--- src/rtl/slf_pkg.sv ---
package slf_pkg;

  // width of the exact sums of products, signed
  localparam int unsigned W = 68;

  typedef struct packed {
    logic force_one;  // zero delta or zero denominator
    logic sat;        // quotient reaches 2.0 or more
    logic neg;        // quotient sign
    logic mode;       // limiter mode carried with the item
  } ctl_t;

endpackage

--- src/rtl/slf_div_stage.sv ---
module slf_div_stage import slf_pkg::*; #(
  parameter int unsigned QW = 17,
  parameter bit FIRST_STEP = 1'b0
) (
  input  logic          clk_i,
  input  logic          en_i,
  input  logic [W-1:0]  rem_i,
  input  logic [W-1:0]  div_i,
  input  logic [QW-1:0] quo_i,
  input  ctl_t          ctl_i,
  output logic [W-1:0]  rem_o,
  output logic [W-1:0]  div_o,
  output logic [QW-1:0] quo_o,
  output ctl_t          ctl_o
);

  logic [W-1:0] rs;
  logic         ge;

  always_comb begin
    // first step works on the unshifted remainder, which is below twice the divisor unless the item saturates
    rs = FIRST_STEP ? rem_i : {rem_i[W-2:0], 1'b0};
    ge = (rs >= div_i);
  end

  always_ff @(posedge clk_i) begin
    if (en_i) begin
      rem_o <= ge ? rs - div_i : rs;
      div_o <= div_i;
      quo_o <= {quo_i[QW-2:0], ge};
      ctl_o <= ctl_i;
    end
  end

endmodule
--- config.mk ---
export PLATFORM = sky130hd
export DESIGN_NAME = slf_div_stage
export DESIGN_NICKNAME = d
export VERILOG_FILES = /design/src/rtl/slf_pkg.sv /design/src/rtl/slf_div_stage.sv
export SDC_FILE = /design/constraint.sdc
export NUM_CORES = 1
export LEC_CHECK = 0
export ABC_CLOCK_PERIOD_IN_PS = 3500
export BUFFER_PORTS_ARGS = -buffer_cell sky130_fd_sc_hd__buf_2
export CAP_MARGIN = 10
export CORE_MARGIN = 3
export CORE_UTILIZATION = 35
export CTS_CLUSTER_DIAMETER = 60
export DETAILED_ROUTE_END_ITERATION = 8
export REMOVE_ABC_BUFFERS = 1
export SLEW_MARGIN = 20
export SYNTH_ARGS = -nofsm -noshare
export SYNTH_HDL_FRONTEND = slang
export SYNTH_SLANG_ARGS = --single-unit
--- constraint.sdc ---
create_clock -name clk_i -period 3.5 [get_ports clk_i]
set_input_delay 0 -clock clk_i [delete_from_list [all_inputs] [get_ports clk_i]]
set_output_delay 0 -clock clk_i [all_outputs]
set_load 0.02 [all_outputs]
Word-level counts from Yosys, hierarchy flattened
Index checks and enable logic that the tools add are counted.

Add/subtract/negate cells: 1. $lt $le $gt $ge: 1. Multiplexer cells: 1.

Operator list (count): greater-or-equal comparator 68 bit (1); two-way mux 68 bit (1); subtractor 68 bit (1).

Flip-flop bits (word level): 157. Input bits: 159. Output and inout bits: 157. Word-level logic and storage cells: 11.

Logic depth before layout (Yosys ltp)
Gate-level depths: netlist of run 1.

Depth after elaboration: 2. Mapped depth: 15. Depth with buffers taken out: 13.

Least setup slack after synthesis of run 1
No wires, ideal clock.

Path type: input to register. From: input div_i[4]. To: register rem_o[41], data pin. Library setup time: 0.260 ns. Arrival: 2.344 ns. Required time: 3.240 ns. Setup slack: 0.896 ns. Cell stages on the path: 11. Path buffers: 1. Path through: inv_1 -> ha_1 -> a21o_1 -> o31a_1 -> o32a_1 -> or2_4 -> a22oi_4 -> a21oi_2 -> a21oi_4 -> buf_4 -> mux2_2.

Longest elaborated chain between the ends: 2. Elaborated cells on any way between the ends: 3. Classes of those cells: 1 x add/sub; 1 x order compare; 1 x mux.

Ends and longest elaborated chain: start: declaration (RTL line slf_div_stage.sv:8) `input logic [W-1:0] div_i,`; subtractor 68 bit / greater-or-equal comparator 68 bit (equally long branches) (RTL line slf_div_stage.sv:28, slf_div_stage.sv:23); two-way mux 68 bit * (RTL line slf_div_stage.sv:28) `rem_o <= ge ? rs - div_i : rs;`; end signal: assignment (RTL line slf_div_stage.sv:28); end: declaration (RTL line slf_div_stage.sv:11) `output logic [W-1:0] rem_o,`.

Every way passes the cells marked *; elsewhere a longest branch is shown, timed or not. A chain may end at the register's enable or synchronous reset.

Final worst setup path of run 1
From: input div_i[26]. To: register rem_o[63], data pin.

The elaborated chain is that of the path after synthesis.

==> impl_metrics.env, run 1 <==
export IMPL_io_buffers=313
export IMPL_slowest_delay_ps=530
export IMPL_seq_area_um2=4710
export IMPL_clk_pin_slew_ps=70
export IMPL_finalInstanceArea_um2=14200
export IMPL_drtIter0Drc=546
export IMPL_root_buffer="clkbuf_16"
export IMPL_post_place_cells=1695
export IMPL_post_route_util_pct=50.7
export IMPL_clk_path_buf_depth=2
export IMPL_worst_pin_slew_ps=624
export IMPL_slew_headroom_pct=57.3
export IMPL_wire_per_inst_um=16.2
export IMPL_async_flop_share_pct=0
export IMPL_cts_setup_buffers=0
export IMPL_arrival_ps=3510
export IMPL_critical_path_class="input port to flop"
export IMPL_crit_fanout=7
export IMPL_finalWirelength_mm=30.5
export IMPL_finalWeightedCongestion=0.856
export IMPL_cts_sink_count=157
export IMPL_synth_warnings=0
export IMPL_numCtsBuffers=17
export IMPL_fmax_ghz=0.300
export IMPL_critical_path_buf_inv_count=4
export IMPL_p_per_area_nw_per_um2=429
export IMPL_io_pins=316
export IMPL_grt_use_total_pct=19.6
export IMPL_drv_cap=0
export IMPL_die_height_um=175
export IMPL_min_path_type="input port to flop"
export IMPL_grt_pass1_vias=9438
export IMPL_finalCriticalPeriod_ps=3330
export IMPL_finalHoldViolCount=0
export IMPL_syn_avg_cell_area_um2=9.75
export IMPL_place_area_um2=12100
export IMPL_synth_edff_count=157
export IMPL_cp_slowest_cell="dlygate4sd3_1"
export IMPL_ys_seq_area_share_pct=47.1
export IMPL_synth_area_um2=10000
export IMPL_fillCellCount=2637
export IMPL_drv_slew=0
export IMPL_htree_levels=4
export IMPL_grt_max_degree=69
export IMPL_vdd_drop_max_mv=0.225
export IMPL_final_cell_mix="buf_2 (312), edfxtp_1 (157), dlygate4sd3_1 (155), nand2_1 (129), o21ai_0 (92)"
export IMPL_post_route_period_util_pct=95.2
export IMPL_vias=9354
export IMPL_drive_gt1_share_pct=25.6
export IMPL_final_common_cell="buf_2"
export IMPL_row_count=61
export IMPL_multi_input_area_um2=4750
export IMPL_via_per_inst=4.97
export IMPL_grt_overflow_total=0
export IMPL_grt_pass1_wl_mm=48.8
export IMPL_start_util_pct=35.8
export IMPL_synth_seq_cells=157
export IMPL_finalSetupViolations=0
export IMPL_cts_tree="done"
export IMPL_ant_nets=0
export IMPL_timing_hold_ws_ps=19.3
export IMPL_required_ps=3670
export IMPL_path_cells="dlygate4sd3_1 -> buf_2 -> inv_1 -> ha_1 -> a21o_1 -> o21bai_1 -> a221oi_1 -> o2111ai_1 -> a21oi_1 -> buf_4 -> o21ai_1 -> a21oi_1 -> o21ai_0 -> xnor2_1 -> o21ai_0"
export IMPL_rsz0062_at_grt="no"
export IMPL_syn2layout_area_growth_pct=41.8
export IMPL_cp_top_family="compound AO/OA/AOI/OAI gates"
export IMPL_dieArea_um2=30700
export IMPL_antenna_found_initial=0
export IMPL_synth_cells=1028
export IMPL_endpoint_kind="flop"
export IMPL_leakage_nw=6.38
export IMPL_die_x_um=175
export IMPL_synthFlopType="edfxtp_1"
export IMPL_synth_cell_types=64
export IMPL_cp_start_kind="input port"
export IMPL_num_nets_final=1719
export IMPL_stdcell_count=1883
export IMPL_route_detailed_drc=0
export IMPL_drt_first_pass_iters=5
export IMPL_status="finished, final reports clean"
export IMPL_core_area_um2=28000
export IMPL_dp_hpwl_mm=23.0
cell type report:
type	instances	share of cell area (%)
repair buffers	494	23.7
diodes	1	0.0176
clock buffers	17	2.99
multi-input cells	734	33.4
inverters	87	2.30
flip-flops and latches	157	33.2
well taps	378	3.33
clock inverters	15	1.09
metrics by stage:
| stage | TNS [ps] | setup slack [ps] | power (mW) |
|---|---|---|---|
| 2_1_floorplan | -9450 | -288 | 3.48 |
| 3_3_place_gp | 0 | 277 | 4.09 |
| 3_5_place_dp | 0 | 257 | 4.11 |
| 4_1_cts | 0 | 142 | 6.15 |
| 5_1_grt | 0 | 0.779 | 6.42 |
| 6_report | 0 | 167 | 6.09 |
logic make-up after synthesis:
group,after synthesis,share of synthesized area (%)
buf+inv,137,5.56
xor+xnor,60,5.25
fa+ha+maj,69,8.69
compound gates,314,19.7
simple gates,288,13.4
flops,157,47.1
mux,3,0.312
synth_stat cells (all sizes together), types with 9 or more instances:
master / instances / area, um2
a21oi: 88 / 455
o31ai: 11 / 87.6
xor2: 24 / 210
a21o: 38 / 285
inv: 87 / 327
o21bai: 16 / 120
ha: 68 / 851
nor3: 11 / 55.1
nand4: 30 / 188
clkbuf: 34 / 130
xnor2: 36 / 315
buf: 16 / 100
nor2: 48 / 180
nand2: 129 / 484
nand3: 16 / 80.1
o21ai: 104 / 524
a31oi: 9 / 71.3
edfxtp: 157 / 4710
layer usage:
layer	vias up	global-route usage, %	wire [um]
met2	296	32.8	14500
met1	4365	26.4	13800
met5	-	0	0
li1	4663	-	-
met4	0	4.49	441
met3	30	3.72	1720
state kept, by name, summed over array words and instances (netlist names):
name   cells
div_o     68
quo_o     17
ctl_o      4
rem_o     68
final timing paths:
path | from | to | cells after the start
setup / recovery | div_i[26] | rem_o[63] | 15
hold / removal | en_i | quo_o[12] | 1
power by group:
group | internal [mW] | switching (mW) | leakage, nW | total [mW]
Clock | 1.01 | 0.875 | 0.281 | 1.88
Combinational | 0.743 | 1.11 | 4.56 | 1.85
Sequential | 2.32 | 0.0449 | 1.53 | 2.36
what timing repair did:
action	4_1_cts	5_1_grt
hold buffers	155	0
hold endpoints to repair	155	0
setup endpoints to repair	0	29
gates resized for setup	0	2
No activity file was read; power rests on OpenSTA's default activity.
==> run 2, diff against run 1 <==
--- a/config.mk
+++ b/config.mk
@@ -12,6 +12,7 @@
 export CORE_UTILIZATION = 35
 export CTS_CLUSTER_DIAMETER = 60
 export DETAILED_ROUTE_END_ITERATION = 8
+export PLACE_DENSITY = 0.55
 export REMOVE_ABC_BUFFERS = 1
 export SLEW_MARGIN = 20
 export SYNTH_ARGS = -nofsm -noshare
==> run 2 against run 1 <==
Effect of this change:
- sequential power about the same
- highest routed layer unchanged
- first-iteration DRC count up 5.1%
- core utilization fell by 0.19 points
- clock power up 4%
- total power grew 1.1%
- worst setup slack got worse by 17 ps
==> impl_metrics.env, run 2 (synthesized netlist as in run 1, its figures left out) <==
export IMPL_status="finished, final reports clean"
export IMPL_row_count=61
export IMPL_drv_cap=0
export IMPL_finalCriticalPeriod_ps=3350
export IMPL_hold_start="en_i"
export IMPL_clk_pin_slew_ps=70
export IMPL_arrival_ps=3530
export IMPL_multi_input_area_um2=4750
export IMPL_cp_slowest_cell="dlygate4sd3_1"
export IMPL_dp_hpwl_mm=23.3
export IMPL_slew_headroom_pct=52.7
export IMPL_cp_start_kind="input port"
export IMPL_clk_path_buf_depth=2
export IMPL_cts_tree="done"
export IMPL_required_ps=3680
export IMPL_setup_slack_ps=150
export IMPL_leakage_nw=6.34
export IMPL_die_x_um=175
export IMPL_endpoint_kind="flop"
export IMPL_final_cell_mix="buf_2 (312), edfxtp_1 (157), dlygate4sd3_1 (155), nand2_1 (129), o21ai_0 (92)"
export IMPL_drive_gt1_share_pct=25.2
export IMPL_grt_use_total_pct=19.6
export IMPL_drt_first_pass_iters=5
export IMPL_grt_pass1_vias=9362
export IMPL_stdcell_count=1874
export IMPL_crit_fanout=8
export IMPL_core_area_um2=28000
export IMPL_grt_overflow_total=0
export IMPL_min_path_type="input port to flop"
export IMPL_finalInstanceArea_um2=14200
export IMPL_hold_depth=1
export IMPL_critical_path_class="input port to flop"
export IMPL_rsz0062_at_grt="no"
export IMPL_root_buffer="clkbuf_16"
export IMPL_setup_tns_ps=0
export IMPL_grt_pass1_wl_mm=48.4
export IMPL_drtIter0Drc=574
export IMPL_io_pins=316
export IMPL_final_common_cell="buf_2"
export IMPL_cts_setup_buffers=0
export IMPL_finalWirelength_mm=30.7
export IMPL_pre_cts_ws_ps=273
export IMPL_numCtsBuffers=17
export IMPL_start_util_pct=35.8
export IMPL_critical_path_buf_inv_count=2
export IMPL_place_area_um2=12000
export IMPL_post_place_cells=1685
export IMPL_htree_levels=4
export IMPL_timing_hold_ws_ps=19.6
export IMPL_worst_pin_slew_ps=691
export IMPL_finalHoldViolCount=0
export IMPL_path_cells="dlygate4sd3_1 -> buf_2 -> ha_1 -> nand4_1 -> or2_0 -> a211o_1 -> nand3_1 -> a21oi_1 -> o21ai_1 -> a21oi_1 -> o31ai_1 -> mux2i_1 -> nor3_1"
export IMPL_syn2layout_area_growth_pct=41.3
export IMPL_post_route_period_util_pct=95.7
export IMPL_num_nets_final=1709
export IMPL_drv_slew=0
export IMPL_grt_max_degree=67
export IMPL_vias=9286
export IMPL_crit_cells=13
export IMPL_crit_start="rem_i[13]"
export IMPL_wire_per_inst_um=16.4
export IMPL_cpMostUsedCell="a21oi_1"
export IMPL_die_height_um=175
export IMPL_dieArea_um2=30700
export IMPL_route_detailed_drc=0
export IMPL_finalSetupViolations=0
export IMPL_vdd_drop_max_mv=0.204
export IMPL_via_per_inst=4.96
export IMPL_slowest_delay_ps=560
export IMPL_fmax_ghz=0.298
export IMPL_ant_nets=0
export IMPL_fillCellCount=2693
export IMPL_cp_top_family="compound AO/OA/AOI/OAI gates"
export IMPL_cts_sink_count=157
export IMPL_io_buffers=313
export IMPL_top_regs="div_o x68, rem_o x68, quo_o x17"
export IMPL_antenna_found_initial=2
export IMPL_seq_area_um2=4710
export IMPL_p_per_area_nw_per_um2=435
export IMPL_finalWeightedCongestion=0.862
## run 2: worst paths after layout
check	to	slack, ps
setup / recovery	rem_o[67]	150
hold / removal	quo_o[12]	20
## run 2: area by class of cell
type / instances / area share [%]
Multi-Input combinational cell: 734 / 33.6
Clock inverter: 15 / 1.20
Clock buffer: 17 / 3.01
Sequential cell: 157 / 33.3
Inverter: 87 / 2.31
Timing Repair Buffer: 484 / 23.2
Tap cell: 378 / 3.34
Antenna cell: 2 / 0.0354
## run 2: where the power goes
group / switching [mW] / internal (mW) / total (mW)
clock: 0.884 / 1.08 / 1.96
sequential: 0.0465 / 2.32 / 2.36
combinational: 1.10 / 0.730 / 1.83
total: 2.04 / 4.12 / 6.16
## run 2: routing by layer
layer  up-vias  GRT usage, %  share of wire [%]
met1      4302          26.1                 46
met5         -             0                  0
li1       4663             -                  -
met3        36          3.76                5.6
met4         0          5.98                2.1
met2       285          32.2                 46
## run 2: timing repair
item / 4_1_cts / 5_1_grt
resized for setup: 0 / 3
hold endpoints to repair: 156 / 0
hold buffers: 155 / 0
setup endpoints to repair: 0 / 3
## run 2: metrics by stage
step           utilization, %  power, mW
2_1_floorplan               -       3.48
3_3_place_gp             42.8       4.08
3_5_place_dp             42.8       4.09
4_1_cts                  50.5       6.22
5_1_grt                  50.5       6.49
6_report                 50.5       6.16
==> run 3, diff against run 2 <==
--- a/config.mk
+++ b/config.mk
@@ -9,10 +9,10 @@
 export BUFFER_PORTS_ARGS = -buffer_cell sky130_fd_sc_hd__buf_2
 export CAP_MARGIN = 10
 export CORE_MARGIN = 3
-export CORE_UTILIZATION = 35
+export CORE_UTILIZATION = 45
 export CTS_CLUSTER_DIAMETER = 60
 export DETAILED_ROUTE_END_ITERATION = 8
-export PLACE_DENSITY = 0.55
+export PLACE_DENSITY = 0.69
 export REMOVE_ABC_BUFFERS = 1
 export SLEW_MARGIN = 20
 export SYNTH_ARGS = -nofsm -noshare
==> run 3 against run 2 <==
Effect of this change:
- cell area shrank 1.0%
- first-iteration DRC count grew 41%
- worst setup slack lost 18 ps
- via count grew 2.6%
- sequential power is essentially flat
- non-clock buffer count grew 2
- critical path type unchanged
==> impl_metrics.env, run 3 (synthesized netlist as in run 1, its figures left out) <==
export IMPL_vdd_drop_max_mv=0.317
export IMPL_leakage_nw=6.32
export IMPL_drtIter0Drc=807
export IMPL_antenna_found_initial=0
export IMPL_io_buffers=313
export IMPL_path_cells="dlygate4sd3_1 -> buf_2 -> inv_1 -> ha_1 -> a21oi_1 -> o221ai_1 -> a21oi_1 -> nand3_1 -> a21oi_1 -> o21ai_1 -> a21oi_1 -> o21ai_0 -> xnor2_1 -> o21ai_0"
export IMPL_cp_start_kind="input port"
export IMPL_finalSetupViolations=0
export IMPL_setup_tns_ps=0
export IMPL_cpMostUsedCell="a21oi_1"
export IMPL_final_cell_mix="buf_2 (312), edfxtp_1 (157), dlygate4sd3_1 (155), nand2_1 (129), o21ai_0 (92)"
export IMPL_finalHoldViolCount=0
export IMPL_hold_start="en_i"
export IMPL_io_pins=316
export IMPL_final_common_cell="buf_2"
export IMPL_drv_cap=0
export IMPL_dieArea_um2=24100
export IMPL_drv_slew=0
export IMPL_p_total_mw=6.04
export IMPL_setup_slack_ps=132
export IMPL_via_per_inst=5.38
export IMPL_rsz0062_at_grt="no"
export IMPL_numCtsBuffers=17
export IMPL_dp_hpwl_mm=21.9
export IMPL_ant_nets=0
export IMPL_slew_headroom_pct=54.6
export IMPL_grt_overflow_total=0
export IMPL_hold_depth=1
export IMPL_root_buffer="clkbuf_16"
export IMPL_finalWeightedCongestion=0.865
export IMPL_required_ps=3670
export IMPL_worst_pin_slew_ps=664
export IMPL_finalWirelength_mm=30.3
export IMPL_endpoint_kind="flop"
export IMPL_drt_first_pass_iters=6
export IMPL_slowest_delay_ps=530
export IMPL_core_area_um2=21400
export IMPL_clk_pin_slew_ps=70
export IMPL_arrival_ps=3540
export IMPL_p_per_area_nw_per_um2=431
export IMPL_cts_tree="done"
export IMPL_clk_path_buf_depth=2
export IMPL_grt_pass1_vias=9446
export IMPL_stdcell_count=1771
export IMPL_pre_cts_ws_ps=247
export IMPL_die_height_um=155
export IMPL_critical_path_class="input port to flop"
export IMPL_start_util_pct=46.8
export IMPL_wire_per_inst_um=17.1
export IMPL_min_to="rem_o[38]"
export IMPL_post_place_cells=1581
export IMPL_grt_use_total_pct=24.6
export IMPL_antenna_cells=0
export IMPL_grt_max_degree=75
export IMPL_fmax_ghz=0.297
export IMPL_die_x_um=155
export IMPL_finalCriticalPeriod_ps=3370
export IMPL_grt_pass1_wl_mm=48.1
export IMPL_cts_sink_count=157
export IMPL_timing_hold_ws_ps=16.7
export IMPL_syn2layout_area_growth_pct=39.8
export IMPL_num_nets_final=1711
export IMPL_route_detailed_drc=0
export IMPL_top_regs="div_o x68, rem_o x68, quo_o x17"
export IMPL_min_path_type="input port to flop"
export IMPL_drive_gt1_share_pct=25.2
export IMPL_htree_levels=4
export IMPL_cp_slowest_cell="dlygate4sd3_1"
export IMPL_fillCellCount=1714
export IMPL_post_route_period_util_pct=96.2
export IMPL_crit_fanout=8
export IMPL_vias=9524
export IMPL_status="finished, final reports clean"
export IMPL_row_count=53
run 3: cell count changes in the layout (fill, tap and decap cells not counted), sizes merged:
| cell | previous run | this run |
|---|---|---|
| buf | 329 | 331 |
| clkinv | 2 | 6 |
| diode | 2 | 0 |
| clkinvlp | 1 | 3 |
| inv | 97 | 91 |
| bufinv | 2 | 1 |
| clkbuf | 17 | 18 |
run 3: worst max-delay path by stage:
stage	start	to	slack (ps)
finish	div_i[14]	rem_o[63]	130
global route	rem_i[3]	rem_o[58]	3
CTS	rem_i[10]	rem_o[38]	160
detailed placement	div_i[27]	rem_o[61]	250
global placement	div_i[27]	rem_o[42]	320
floorplan	div_i[4]	rem_o[41]	-290
run 3: per-stage QoR:
step                      cell area, um2  utilization, %
after floorplan                     9790               -
after global placement             11900            55.3
after detailed placement           11900            55.3
after CTS                          14000            65.2
after global routing               14000            65.4
final                              14000            65.4
run 3: area by class of cell:
cell class	count	area, um2	share of cell area (%)
multi-input combinational	734	4760	34.0
sequential	157	4710	33.7
timing repair buffer	486	3300	23.5
clock buffer	18	429	3.06
tap	275	344	2.46
inverter	87	327	2.33
clock inverter	14	136	0.974
run 3: worst max-delay path, delay by kind of cell:
kind / cells / cell delay, ps
AOI/OAI and AO/OA: 8 / 2070
and+or+nand+nor: 1 / 200
xor gates and xnor gates: 1 / 180
adders and majority gates: 1 / 380
buffers and inverters: 3 / 680
run 3: report_power, final:
group / switching (mW) / total, mW / internal (mW)
clock: 0.839 / 1.83 / 0.994
combinational: 1.10 / 1.84 / 0.734
sequential: 0.0516 / 2.37 / 2.32
total: 2.00 / 6.04 / 4.05
run 3: what timing repair did:
action                                  4_1_cts  5_1_grt
endpoints found under the setup margin        0       18
hold buffers                                155        0
endpoints found under the hold margin       156        0
buffers inserted                              0        3
resized for setup                             0        4
run 3: routing by layer:
metal | global-route usage (%) | vias to the layer above | part of all wire (%)
li1 | - | 4668 | -
met1 | 32.3 | 4415 | 42
met2 | 41.7 | 395 | 48
met3 | 4.78 | 46 | 7.6
met4 | 7.04 | 0 | 2.1
met5 | 0 | - | 0
